## src/hdl/tgarle_pkg.sv

```systemverilog
package tgarle_pkg;

   // Packet header fields
   localparam int unsigned RUN_FLAG_BIT = 7;
   localparam logic [6:0] LEN_MASK = 7'd127;

   // Configuration register indexes
   localparam int unsigned CSR_INDEX_W = 2;
   localparam logic [CSR_INDEX_W-1:0] CSR_BYTES_PER_PIXEL = 2'd0;
   localparam logic [CSR_INDEX_W-1:0] CSR_SWAP_RED_BLUE = 2'd1;
   localparam logic [CSR_INDEX_W-1:0] CSR_TOTAL_PIXELS = 2'd2;
   localparam int unsigned CSR_DATA_W = 30;

   localparam int unsigned PIXEL_W = 32;
   localparam int unsigned TOTAL_W = 30;
   localparam int unsigned REPEAT_W = 8;

   // Job queue between front and back
   localparam int unsigned FIFO_DEPTH = 4;
   localparam int unsigned FIFO_AW = 2;

   // Front parser phase
   typedef enum logic [0:0] {
      PH_HEADER = 1'b0,
      PH_PIXEL  = 1'b1
   } phase_type;

   // One decoded pixel with its repeat count
   typedef struct packed {
      logic [PIXEL_W-1:0]  pixel;
      logic [REPEAT_W-1:0] repeats;
      logic                image_end;
   } job_type;

   // Queue status seen by the producer and consumer
   typedef struct packed {
      logic full;
      logic empty;
   } fifo_stat_type;

endpackage

```

## src/hdl/tgarle_fifo.sv

```systemverilog
module tgarle_fifo (
   input  logic                     clock,
   input  logic                     reset,
   input  logic                     push,
   input  tgarle_pkg::job_type      push_job,
   input  logic                     pop,
   output tgarle_pkg::job_type      head_job,
   output tgarle_pkg::fifo_stat_type stat
);

   tgarle_pkg::job_type                   mem_ff [tgarle_pkg::FIFO_DEPTH];
   logic [tgarle_pkg::FIFO_AW-1:0]        wr_ptr_ff, wr_ptr_in;
   logic [tgarle_pkg::FIFO_AW-1:0]        rd_ptr_ff, rd_ptr_in;
   logic [tgarle_pkg::FIFO_AW:0]          fill_ff, fill_in;

   // Pointer and fill bookkeeping
   always_comb begin
      wr_ptr_in = push ? wr_ptr_ff + 1'b1 : wr_ptr_ff;
      rd_ptr_in = pop ? rd_ptr_ff + 1'b1 : rd_ptr_ff;
      fill_in   = fill_ff;
      if (push && !pop) begin
         fill_in = fill_ff + 1'b1;
      end else if (pop && !push) begin
         fill_in = fill_ff - 1'b1;
      end
   end

   always_ff @(posedge clock) begin
      if (reset) begin
         wr_ptr_ff <= '0;
         rd_ptr_ff <= '0;
         fill_ff   <= '0;
      end else begin
         wr_ptr_ff <= wr_ptr_in;
         rd_ptr_ff <= rd_ptr_in;
         fill_ff   <= fill_in;
      end
   end

   // Entry storage
   always_ff @(posedge clock) begin
      if (push) begin
         mem_ff[wr_ptr_ff] <= push_job;
      end
   end

   assign head_job   = mem_ff[rd_ptr_ff];
   assign stat.full  = (fill_ff == (tgarle_pkg::FIFO_AW+1)'(tgarle_pkg::FIFO_DEPTH));
   assign stat.empty = (fill_ff == '0);

endmodule

```

## src/hdl/tgarle_front.sv

```systemverilog
module tgarle_front (
   input  logic                                  clock,
   input  logic                                  reset,
   // configuration writes
   input  logic                                  csr_valid,
   input  logic [tgarle_pkg::CSR_INDEX_W-1:0]    csr_index,
   input  logic [tgarle_pkg::CSR_DATA_W-1:0]     csr_data,
   // byte stream
   input  logic                                  byte_valid,
   input  logic [7:0]                            data_byte,
   // job queue
   output logic                                  push,
   output tgarle_pkg::job_type                   push_job
);

   tgarle_pkg::phase_type                 phase_ff, phase_in;
   logic                                  is_run_ff, is_run_in;
   logic [6:0]                            remaining_ff, remaining_in;
   logic [1:0]                            byte_pos_ff, byte_pos_in;
   logic [tgarle_pkg::PIXEL_W-1:0]        assembly_ff, assembly_in;
   logic [tgarle_pkg::TOTAL_W-1:0]        done_ff, done_in;

   logic [2:0]                            bpp_reg_ff;
   logic                                  swap_ff;
   logic [tgarle_pkg::TOTAL_W-1:0]        total_ff;

   logic [2:0]                            bpp;
   logic [2:0]                            next_pos;
   logic                                  pixel_done;
   logic [tgarle_pkg::PIXEL_W-1:0]        asm_full;
   logic [tgarle_pkg::PIXEL_W-1:0]        mask;
   logic [tgarle_pkg::PIXEL_W-1:0]        px_masked;
   logic [tgarle_pkg::PIXEL_W-1:0]        px;
   logic [tgarle_pkg::TOTAL_W-1:0]        total_eff;
   logic [tgarle_pkg::TOTAL_W-1:0]        left;
   logic [tgarle_pkg::REPEAT_W-1:0]       count_raw;
   logic                                  ends;

   // Configuration registers
   always_ff @(posedge clock) begin
      if (reset) begin
         bpp_reg_ff <= 3'd4;
         swap_ff    <= 1'b0;
         total_ff   <= {{(tgarle_pkg::TOTAL_W-1){1'b0}}, 1'b1};
      end else if (csr_valid) begin
         unique case (csr_index)
            tgarle_pkg::CSR_BYTES_PER_PIXEL: bpp_reg_ff <= csr_data[2:0];
            tgarle_pkg::CSR_SWAP_RED_BLUE:   swap_ff    <= csr_data[0];
            tgarle_pkg::CSR_TOTAL_PIXELS:    total_ff   <= csr_data;
            default: ;
         endcase
      end
   end

   // Pixel size clamped to 1..4
   always_comb begin
      if (bpp_reg_ff == 3'd0) begin
         bpp = 3'd1;
      end else if (bpp_reg_ff > 3'd4) begin
         bpp = 3'd4;
      end else begin
         bpp = bpp_reg_ff;
      end
   end

   assign next_pos   = {1'b0, byte_pos_ff} + 3'd1;
   assign pixel_done = (phase_ff == tgarle_pkg::PH_PIXEL) && (next_pos >= bpp);
   assign asm_full   = assembly_ff | ({24'd0, data_byte} << {byte_pos_ff, 3'b000});

   // Pixel finishing: trim to size, optional byte 0/2 swap
   always_comb begin
      case (bpp)
         3'd1:    mask = 32'h0000_00FF;
         3'd2:    mask = 32'h0000_FFFF;
         3'd3:    mask = 32'h00FF_FFFF;
         default: mask = 32'hFFFF_FFFF;
      endcase
      px_masked = asm_full & mask;
      if (swap_ff && bpp >= 3'd3) begin
         px = {px_masked[31:24], px_masked[7:0], px_masked[15:8], px_masked[23:16]};
      end else begin
         px = px_masked;
      end
   end

   // Repeat count, clipped at the image end
   always_comb begin
      total_eff = (total_ff == '0) ? {{(tgarle_pkg::TOTAL_W-1){1'b0}}, 1'b1} : total_ff;
      left      = (total_eff > done_ff) ? (total_eff - done_ff)
                                        : {{(tgarle_pkg::TOTAL_W-1){1'b0}}, 1'b1};
      count_raw = is_run_ff ? ({1'b0, remaining_ff} + 8'd1) : 8'd1;
      ends      = ({{(tgarle_pkg::TOTAL_W-tgarle_pkg::REPEAT_W){1'b0}}, count_raw} >= left);
   end

   // Next phase
   always_comb begin
      phase_in = phase_ff;
      if (byte_valid) begin
         unique case (phase_ff)
            tgarle_pkg::PH_HEADER: phase_in = tgarle_pkg::PH_PIXEL;
            tgarle_pkg::PH_PIXEL: begin
               if (pixel_done && (ends || is_run_ff || remaining_ff == '0)) begin
                  phase_in = tgarle_pkg::PH_HEADER;
               end
            end
            default: phase_in = tgarle_pkg::PH_HEADER;
         endcase
      end
   end

   // Datapath and queue push
   always_comb begin
      is_run_in    = is_run_ff;
      remaining_in = remaining_ff;
      byte_pos_in  = byte_pos_ff;
      assembly_in  = assembly_ff;
      done_in      = done_ff;
      push         = 1'b0;
      push_job.pixel     = px;
      push_job.repeats   = ends ? left[tgarle_pkg::REPEAT_W-1:0] : count_raw;
      push_job.image_end = ends;
      if (byte_valid) begin
         unique case (phase_ff)
            tgarle_pkg::PH_HEADER: begin
               is_run_in    = data_byte[tgarle_pkg::RUN_FLAG_BIT];
               remaining_in = data_byte[6:0] & tgarle_pkg::LEN_MASK;
               byte_pos_in  = '0;
               assembly_in  = '0;
            end
            tgarle_pkg::PH_PIXEL: begin
               if (!pixel_done) begin
                  byte_pos_in = next_pos[1:0];
                  assembly_in = asm_full;
               end else begin
                  push        = 1'b1;
                  byte_pos_in = '0;
                  assembly_in = '0;
                  if (ends) begin
                     done_in      = '0;
                     remaining_in = '0;
                  end else begin
                     done_in = done_ff + {{(tgarle_pkg::TOTAL_W-tgarle_pkg::REPEAT_W){1'b0}},
                                          count_raw};
                     if (is_run_ff || remaining_ff == '0) begin
                        remaining_in = '0;
                     end else begin
                        remaining_in = remaining_ff - 7'd1;
                     end
                  end
               end
            end
            default: ;
         endcase
      end
   end

   always_ff @(posedge clock) begin
      if (reset) begin
         phase_ff     <= tgarle_pkg::PH_HEADER;
         is_run_ff    <= 1'b0;
         remaining_ff <= '0;
         byte_pos_ff  <= '0;
         assembly_ff  <= '0;
         done_ff      <= '0;
      end else begin
         phase_ff     <= phase_in;
         is_run_ff    <= is_run_in;
         remaining_ff <= remaining_in;
         byte_pos_ff  <= byte_pos_in;
         assembly_ff  <= assembly_in;
         done_ff      <= done_in;
      end
   end

endmodule

```

## src/hdl/tgarle_back.sv

```systemverilog
module tgarle_back (
   input  logic                             clock,
   input  logic                             reset,
   // job queue
   input  tgarle_pkg::job_type              head_job,
   input  tgarle_pkg::fifo_stat_type        stat,
   output logic                             pop,
   // result stream
   output logic                             rsp_valid,
   input  logic                             rsp_ready,
   output logic [tgarle_pkg::PIXEL_W-1:0]   first_pixel,
   output logic [tgarle_pkg::PIXEL_W-1:0]   second_pixel,
   output logic [1:0]                       pixel_count,
   output logic                             run_end,
   output logic                             image_end
);

   logic                              busy_ff, busy_in;
   logic [tgarle_pkg::PIXEL_W-1:0]    px_ff, px_in;
   logic [tgarle_pkg::REPEAT_W-1:0]   cnt_ff, cnt_in;
   logic                              ends_ff, ends_in;

   logic                              out_valid_ff, out_valid_in;
   logic [tgarle_pkg::PIXEL_W-1:0]    out_first_ff, out_first_in;
   logic [tgarle_pkg::PIXEL_W-1:0]    out_second_ff, out_second_in;
   logic [1:0]                        out_count_ff, out_count_in;
   logic                              out_last_ff, out_last_in;
   logic                              out_iend_ff, out_iend_in;

   logic                              advance;
   logic                              emit;
   logic                              pair;
   logic                              last;

   // One or two pixels per result transaction
   assign advance = !out_valid_ff || rsp_ready;
   assign emit    = busy_ff && advance;
   assign pair    = (cnt_ff >= 8'd2);
   assign last    = pair ? (cnt_ff == 8'd2) : 1'b1;
   assign pop     = !stat.empty && (!busy_ff || (emit && last));

   // Job expansion
   always_comb begin
      busy_in = busy_ff;
      px_in   = px_ff;
      cnt_in  = cnt_ff;
      ends_in = ends_ff;
      if (pop) begin
         busy_in = 1'b1;
         px_in   = head_job.pixel;
         cnt_in  = head_job.repeats;
         ends_in = head_job.image_end;
      end else if (emit) begin
         busy_in = !last;
         cnt_in  = cnt_ff - (pair ? 8'd2 : 8'd1);
      end
   end

   // Output register
   always_comb begin
      out_valid_in  = out_valid_ff;
      out_first_in  = out_first_ff;
      out_second_in = out_second_ff;
      out_count_in  = out_count_ff;
      out_last_in   = out_last_ff;
      out_iend_in   = out_iend_ff;
      if (emit) begin
         out_valid_in  = 1'b1;
         out_first_in  = px_ff;
         out_second_in = pair ? px_ff : '0;
         out_count_in  = pair ? 2'd2 : 2'd1;
         out_last_in   = last;
         out_iend_in   = last && ends_ff;
      end else if (rsp_ready) begin
         out_valid_in = 1'b0;
      end
   end

   always_ff @(posedge clock) begin
      if (reset) begin
         busy_ff      <= 1'b0;
         out_valid_ff <= 1'b0;
      end else begin
         busy_ff      <= busy_in;
         out_valid_ff <= out_valid_in;
      end
   end

   always_ff @(posedge clock) begin
      px_ff         <= px_in;
      cnt_ff        <= cnt_in;
      ends_ff       <= ends_in;
      out_first_ff  <= out_first_in;
      out_second_ff <= out_second_in;
      out_count_ff  <= out_count_in;
      out_last_ff   <= out_last_in;
      out_iend_ff   <= out_iend_in;
   end

   assign rsp_valid    = out_valid_ff;
   assign first_pixel  = out_first_ff;
   assign second_pixel = out_second_ff;
   assign pixel_count  = out_count_ff;
   assign run_end      = out_last_ff;
   assign image_end    = out_iend_ff;

endmodule

```

## src/hdl/tga_rle_pixel_decoder.sv

```systemverilog
// Run-length targa pixel decoder. Feed the pixel-data bytes of an RLE image,
// one byte per req transaction; results carry one or two decoded pixels each
// (byte 0 of a pixel in its low bits unless swap_red_blue swaps it with byte 2),
// with tlast on the last result of an input byte and tuser on the result that
// holds the image's final pixel, after which the block waits for a new image.
// The front parser takes one byte every cycle; a completed pixel becomes a job
// in a 4-entry queue and the back end expands it at two pixels per cycle unless
// the result port stalls, so a run of N pixels takes ceil(N/2) results, and the
// input stalls only once the queue is full. Program bytes_per_pixel,
// swap_red_blue and total_pixels over the csr port while the block is idle.
module tga_rle_pixel_decoder (
   input  logic                                clock,
   input  logic                                reset,
   // configuration
   input  logic                                csr_valid,
   output logic                                csr_ready,
   input  logic [tgarle_pkg::CSR_INDEX_W-1:0]  csr_index,
   input  logic [tgarle_pkg::CSR_DATA_W-1:0]   csr_data,
   // encoded bytes
   input  logic                                req_tvalid,
   output logic                                req_tready,
   input  logic [7:0]                          req_tdata,  // [7:0] data_byte
   // decoded pixels
   output logic                                rsp_tvalid,
   input  logic                                rsp_tready,
   output logic [71:0]                         rsp_tdata,  // [31:0] first_pixel,
                                                           // [63:32] second_pixel,
                                                           // [65:64] pixel_count, rest 0
   output logic                                rsp_tlast,  // run_end
   output logic                                rsp_tuser   // [0] image_end
);

   tgarle_pkg::job_type          push_job;
   tgarle_pkg::job_type          head_job;
   tgarle_pkg::fifo_stat_type    stat;
   logic                         push;
   logic                         pop;
   logic                         byte_accept;
   logic [31:0]                  first_pixel;
   logic [31:0]                  second_pixel;
   logic [1:0]                   pixel_count;

   assign csr_ready   = 1'b1;
   assign req_tready  = !stat.full;
   assign byte_accept = req_tvalid && req_tready;

   tgarle_front u_front (
      .clock      (clock),
      .reset      (reset),
      .csr_valid  (csr_valid),
      .csr_index  (csr_index),
      .csr_data   (csr_data),
      .byte_valid (byte_accept),
      .data_byte  (req_tdata),
      .push       (push),
      .push_job   (push_job)
   );

   tgarle_fifo u_fifo (
      .clock    (clock),
      .reset    (reset),
      .push     (push),
      .push_job (push_job),
      .pop      (pop),
      .head_job (head_job),
      .stat     (stat)
   );

   tgarle_back u_back (
      .clock        (clock),
      .reset        (reset),
      .head_job     (head_job),
      .stat         (stat),
      .pop          (pop),
      .rsp_valid    (rsp_tvalid),
      .rsp_ready    (rsp_tready),
      .first_pixel  (first_pixel),
      .second_pixel (second_pixel),
      .pixel_count  (pixel_count),
      .run_end      (rsp_tlast),
      .image_end    (rsp_tuser)
   );

   assign rsp_tdata = {6'd0, pixel_count, second_pixel, first_pixel};

   // A job is only pushed when the queue has room
   a_no_overflow: assert property (@(posedge clock) disable iff (reset)
      push |-> !stat.full)
      else $error("job queue overflow");

   // Only the last result of a byte may carry a single pixel
   a_pair_unless_last: assert property (@(posedge clock) disable iff (reset)
      (rsp_tvalid && !rsp_tlast) |-> (pixel_count == 2'd2))
      else $error("single pixel result before end of run");

   // Image end always closes the byte's results
   a_iend_is_last: assert property (@(posedge clock) disable iff (reset)
      (rsp_tvalid && rsp_tuser) |-> rsp_tlast)
      else $error("image end without run end");

   // Both pixels of a pair are the same run pixel
   a_pair_equal: assert property (@(posedge clock) disable iff (reset)
      (rsp_tvalid && pixel_count == 2'd2) |-> (second_pixel == first_pixel))
      else $error("pixel pair mismatch");

endmodule

```

## config.mk

```make
export PLATFORM = sky130hd
export DESIGN_NAME = tga_rle_pixel_decoder
export DESIGN_NICKNAME = d
export VERILOG_FILES = /design/src/hdl/tgarle_pkg.sv /design/src/hdl/tgarle_fifo.sv /design/src/hdl/tgarle_front.sv /design/src/hdl/tgarle_back.sv /design/src/hdl/tga_rle_pixel_decoder.sv
export SDC_FILE = /design/constraint.sdc
export NUM_CORES = 1
export LEC_CHECK = 0
export ABC_AREA = 1
export BUFFER_PORTS_ARGS = -buffer_cell sky130_fd_sc_hd__buf_2
export CAP_MARGIN = 20
export CORE_ASPECT_RATIO = 1.4
export CORE_MARGIN = 2
export CORE_UTILIZATION = 61
export DETAILED_ROUTE_END_ITERATION = 12
export GPL_TIMING_DRIVEN = 0
export HOLD_SLACK_MARGIN = 0.03
export PLACE_DENSITY = 0.87
export SYNTH_ARGS = -nofsm -noshare
export SYNTH_HDL_FRONTEND = slang
export SYNTH_HIERARCHICAL = 1
export SYNTH_SLANG_ARGS = --single-unit
```

## constraint.sdc

```tcl
create_clock -name clock -period 5 [get_ports clock]
set_input_delay 0.5 -clock clock [delete_from_list [all_inputs] [get_ports clock]]
set_output_delay 0.5 -clock clock [all_outputs]
set_load 0.03 [all_outputs]
```

# After elaboration in Yosys (flattened, before gate mapping)
# Memory sizes are Yosys's and may differ from the RTL's. A register that Yosys moved wholly into a read port is not among the register bits.
# Index checks and enable logic that the tools add are counted.
[op_classes] bitwise_logic=3 n_reduce_logical=36 n_addsub=10 shift=1 order_cmp=6 muxes=37 n_eq_ne=8
[ops] op="32-bit one-hot mux with 3 select lines" n=1
[ops] op="30-bit two-way mux" n=3
[ops] op="32-bit one-hot mux with 2 select lines" n=1
[ops] op="32-bit AND" n=1
[ops] op="32-bit two-way mux" n=1
[ops] op="8-bit two-way mux" n=4
[ops] op="32-bit OR" n=1
[ops] op="8-bit by 5-bit left shift with 32-bit output" n=1
[ops] op="30-bit by 8-bit adder with 30-bit output" n=1
[ops] op="8-bit by 30-bit greater-or-equal comparator with 1-bit output" n=1
[ops] op="30-bit > comparator" n=1
[ops] op="30-bit logical NOT" n=1
[ops] op="30-bit subtractor" n=1
[ops] op="24-bit two-way mux" n=1
[ops] op="7-bit two-way mux" n=3
[ops] op="7-bit one-hot mux with 2 select lines" n=1
[ops] op="3-bit two-way mux" n=4
[ops] op="1-bit two-way mux" n=11
[ops] op="1-bit logical AND" n=10
[ops] op="2-bit two-way mux" n=5
[ops] op="2-bit AND reduction" n=5
[ops] op="7-bit by 1-bit adder with 8-bit output (second input constant)" n=1
[ops] op="8-bit by 2-bit == test with 1-bit output (second input constant)" n=1
[ops] op="8-bit by 2-bit greater-or-equal comparator with 1-bit output (second input constant)" n=1
[ops] op="25 further kinds" n=40
[totals] elab_cells=124 output_inout_bits=77 memories=1 reg_bits=225 ram_bits=164 inputBits=45
[memory_table] memory="u_fifo.mem_ff" depth=4 word_bits=41 read_ports=1 rd_ports_with_merged_regs=1 write_ports=1 line_no="tgarle_fifo.sv:11" rtl="tgarle_pkg::job_type mem_ff [tgarle_pkg::FIFO_DEPTH];"

# Logic depth before layout (Yosys ltp)
[depth] word_depth=12 mapped_depth=27 ltp_nobuf=27

# Cells and area by module
# Netlist, hierarchy kept.
[by_module_without_submodules] mod="tgarle_front" seq_area_each_um2=2142.1 cells_per_inst=1359 n_inst=1 area_per_inst_um2=8281.7
[by_module_without_submodules] mod="tgarle_fifo" seq_area_each_um2=5104.9 cells_per_inst=454 n_inst=1 area_per_inst_um2=6518.8
[by_module_without_submodules] mod="tgarle_back" seq_area_each_um2=3313.2 cells_per_inst=256 n_inst=1 area_per_inst_um2=4010.1
[by_module_without_submodules] mod="tga_rle_pixel_decoder" seq_area_each_um2=0.0 cells_per_inst=12 n_inst=1 area_per_inst_um2=73.8

# Least setup slack after synthesis
# OpenSTA, ideal clock, no wires.
[synth_path] path_kind="reg2reg" startpoint="register u_front/total_ff[16] (netlist name)" endpoint="memory u_fifo/mem_ff[0][7] (netlist name) (data pin)" arrival_time_ps=3262 slack_ps=1477 stages_incl_launch_ff=28 n_path_buf=1 period_less_slack_ps=3523 setup_time_ps=260 required_ps=4740 cell_sequence="dfxtp_1 nor4_1 nand4_1 nor2_1 nor2_1 ha_1 inv_1 fa_1 nand3_1 nand3_1 nand3_1 nand3_1 nand4_1 nand2_1 nand2_1 clkinv_2 nand2_1 ha_1 nand2_1 nor2_1 o21ai_0 o211ai_1 nand2_1 nand4_1 nand2_2 buf_6 nand2_1 o21ai_2"
[synth_lines] element="start: declaration" line_no="tgarle_front.sv:25" rtl="logic [tgarle_pkg::TOTAL_W-1:0] total_ff;"
[synth_lines] element="start signal: assignment" line_no="tgarle_front.sv:44" rtl="total_ff <= {{(tgarle_pkg::TOTAL_W-1){1'b0}}, 1'b1};"
[synth_lines] element="start signal: assignment" line_no="tgarle_front.sv:49" rtl="tgarle_pkg::CSR_TOTAL_PIXELS: total_ff <= csr_data;"
[synth_lines] element="end: declaration" line_no="tgarle_fifo.sv:11"

==> impl_metrics.py <==
metrics = {
    "logic_synthesis": {
        "synth_ff_type": "edfxtp_1",
        "postSynthCellCount": 2081,
        "synth_edf_count": 273,
        "ys_warn_count": 6,
        "yosysSeqAreaShare": 0.559,
        "synth_cell_types": 51,
        "synth_top_area_frac": 0.434,
        "syn_area_um2": 18900,
        "synthArstFlopShare": 0,
        "syn_area_per_cell_um2": 9.07,
        "ys_top_cells_by_area": "edfxtp_1 43%, dfxtp_1 13%, nand2_1 7.3%",
        "ys_seq_elements": 391,
        "yosysTopAreaCell": "edfxtp_1",
    },
    "sta": {
        "worstMarginPinSlew_ns": 0.727,
        "maxSlewViolCount": 0,
        "fin_crit_ns": 4.48,
        "rsz0062_at_grt": "no",
        "setup_tns_ns": 0,
        "timing.hold.ws_ns": 0.193,
        "slew_headroom": 0.514,
        "fin_worst_skew_ns": 0.0175,
        "finalSetupViolations": 0,
        "finalHoldViolations": 0,
        "final_min_period_over_clock_period": 0.897,
        "maxClockFrequency_ghz": 0.223,
        "worst_slack_ns": 0.517,
    },
    "grt": {
        "gr-total-overflow": 0,
        "grt_antenna_before_repair": 0,
        "grt_max_degree": 51,
        "grt_pass1_vias": 15346,
        "grt_usage": 0.303,
        "grt_pass1_wl_um": 77100,
    },
    "clock_tree": {
        "cts_tree": "yes",
        "ctsLongestPathBuffers": 3,
        "htree_levels": 2,
        "clk_pin_slew_ns": 0.07,
        "post_cts_buffers": 0,
        "cts_root_buffer": "clkbuf_16",
        "clk_latency_ns": 0.54,
        "cts.sinks": 391,
        "cts_buffers": 37,
    },
    "place": {
        "placed_area_um2": 20100,
        "place_hpwl_um": 34800,
        "portBuffers": 114,
        "gp_congestion": 1.01,
        "preCtsSetupSlack_ns": 0.324,
    },
    "power_and_ir_drop": {
        "pwr-share-comb": 0.303,
        "power_per_cell_area_nw_per_um2": 498,
        "p_int_w": 0.00688,
        "p_sw_w": 0.00378,
        "sw_frac_of_total": 0.354,
        "peakVddDrop_uv": 257,
        "seqPwrFrac": 0.419,
        "finalPower_w": 0.0107,
        "leakage_nw": 8.97,
        "clkPwrFrac": 0.277,
    },
    "routing": {
        "drtIter0Drc": 1414,
        "detail-route-antenna-nets": 0,
        "wirelength_um": 49500,
        "drcViolationCount": 0,
        "vias": 15261,
        "wl_per_cell_um": 18.6,
        "viasPerCell": 5.73,
        "firstDrtPassIters": 8,
    },
    "critical_path": {
        "path_class": "flip-flop to flip-flop",
        "reg2reg_slack_ns": 0.52,
        "crit_arrival_ns": 4.76,
        "end_kind": "flip-flop",
        "startpoint_type": "flip-flop",
        "required_ns": 5.28,
        "timing.rr.end": "u_fifo/mem_ff[1][7]",
        "worstPathMaxFanout": 10,
        "rr_startpoint": "u_front/total_ff[24]",
        "rr_worst_depth": 27,
    },
    "floorplan": {
        "io_pins": 122,
        "die_area_um2": 32400,
        "start_util": 0.617,
        "core_um2": 30600,
        "dieHeight_um": 212,
        "num_rows": 76,
        "dieWidth_um": 153,
    },
    "cells_and_area": {
        "mostFrequentLayoutCell": "nand2_1",
        "layout.cells.most_common_list": "369 x nand2_1, 304 x nor2_1, 273 x edfxtp_1",
        "nets": 2354,
        "drive_gt1_frac": 0.123,
        "design_area_um2": 21400,
        "area_growth_syn_to_layout_pct": 13.3,
    },
    "hold_path": {
        "hold_end": "u_front/total_ff[18]",
        "hp-start": "csr_data[18]",
        "whs_path_depth": 3,
        "hp-class": "input port to flip-flop",
    },
    "outcome": {
        "status": "finished clean",
    },
    "run": {
        "maxCapViolations": 0,
    },
}
-- worst max-delay path, stage by stage, from the launching register on --
cell,delay [ns]
dfxtp_1,0.33
nor4_2,0.33
nand4_1,0.24
nor2_1,0.16
nor2_1,0.10
ha_1,0.19
inv_1,0.14
fa_2,0.25
nand3_1,0.08
nand3_1,0.15
nand3_1,0.13
nand3_1,0.13
nand4_1,0.09
nand2_1,0.12
nand2_1,0.09
clkinv_2,0.11
nand2_1,0.10
ha_1,0.31
nand2_1,0.07
nor2_1,0.13
o21ai_0,0.10
o211ai_1,0.10
nand2_1,0.07
nand4_1,0.15
nand2_2,0.18
buf_6,0.19
nand2_1,0.07
o21ai_2,0.10
-- registers in the layout, indices dropped and copies added (netlist names), 2 cells and up, named ones only --
register and cells:
u_front/done_ff 30, u_back/pixel_count 2, u_fifo/mem_ff 164, u_back/cnt_ff 8
u_front/assembly_ff 32, u_fifo/rd_ptr_ff 2, u_fifo/wr_ptr_ff 2, u_back/first_pixel 32
u_fifo/fill_ff 3, u_front/byte_pos_ff 2, u_front/remaining_ff 7, u_front/total_ff 30
u_back/second_pixel 32, u_front/bpp_reg_ff 3, u_back/px_ff 32
-- final cells by class --
cell class                 instances  area [um^2]
antenna                            1         2.50
buffer                           103          541
clock buffer                      44          962
clock inverter                    24          328
fill                            2201         9230
inverter                         275         1030
multi-input combinational       1317         6780
sequential                       391        10600
tap                              390          488
timing repair buffer             120          698
-- per-stage QoR --
step | cells | util
finish | 2665 | 0.699
global route | 2664 | 0.699
CTS | 2664 | 0.698
detailed placement | 2596 | 0.656
global placement | 2590 | 0.652
floorplan | 2086 | -
-- cells in the mapped netlist (2+ instances only) --
cell	count
nand2_1	369
nor2_1	304
edfxtp_1	273
inv_1	266
o21ai_0	144
dfxtp_1	118
a21oi_1	69
clkbuf_1	61
ha_1	60
nand3_1	54
o22ai_1	50
nor3_1	47
o21ai_1	46
xor2_1	30
nand4_1	20
o21bai_1	19
nor2_2	18
buf_2	17
buf_4	15
a31oi_1	9
a2111oi_0	8
buf_6	8
nor4_1	8
nand2_2	7
o21ai_2	7
xnor2_1	6
inv_2	5
nand3b_1	5
fa_1	4
clkinv_1	3
nor3_2	3
nor3b_1	3
and3_1	2
conb_1	2
nand2_4	2
nand2_8	2
nor2_4	2
o211ai_1	2
-- routing by layer --
metal  up-vias  wire [um]  global-route usage
li1       7224          -                   -
met1      7043      16700               0.304
met2       785      26400               0.580
met3       209       3030              0.0395
met4         0       3480               0.204
met5         -          0                   0
-- how the worst max path moves through the flow --
| stage | start | to | slack, ns | cells past startpoint |
|---|---|---|---|---|
| global placement | u_front/total_ff[24] | u_fifo/mem_ff[3][1] | 0.43 | 26 |
| global route | u_front/total_ff[24] | u_fifo/mem_ff[2][5] | 0.009 | 27 |
| detailed placement | u_front/total_ff[24] | u_fifo/mem_ff[1][1] | 0.32 | 26 |
| finish | u_front/total_ff[24] | u_fifo/mem_ff[1][7] | 0.52 | 27 |
| floorplan | u_front/total_ff[16] | u_fifo/mem_ff[0][7] | 1.48 | 27 |
| CTS | u_front/total_ff[24] | u_fifo/mem_ff[2][1] | 0.18 | 26 |
-- timing repair --
action                                 4_1_cts  5_1_grt
endpoints found under the hold margin        0        0
setup endpoints to repair                    0       32
hold buffers                                 0        0
resized for setup                            0        4
-- power groups by stage --
stage	clock network (W)	logic [W]	registers, W
after floorplan	0	0.00177	0.00492
after CTS	0.00298	0.00319	0.00447
after global routing	0.00310	0.00350	0.00451
after detailed placement	0	0.00312	0.00451
after global placement	0	0.00292	0.00449
final	0.00295	0.00323	0.00447
-- kinds of logic after synthesis --
kind of cell,after synthesis,synth area share
buffers and inverters,378,0.0833
XOR/XNOR,36,0.0167
AND/OR/NAND/NOR,851,0.191
AO/OA/AOI/OAI,359,0.106
other,2,0.000398
adder cells (fa/ha/maj),64,0.0440
flip-flops,391,0.559
(Power assumes the default switching activity.)
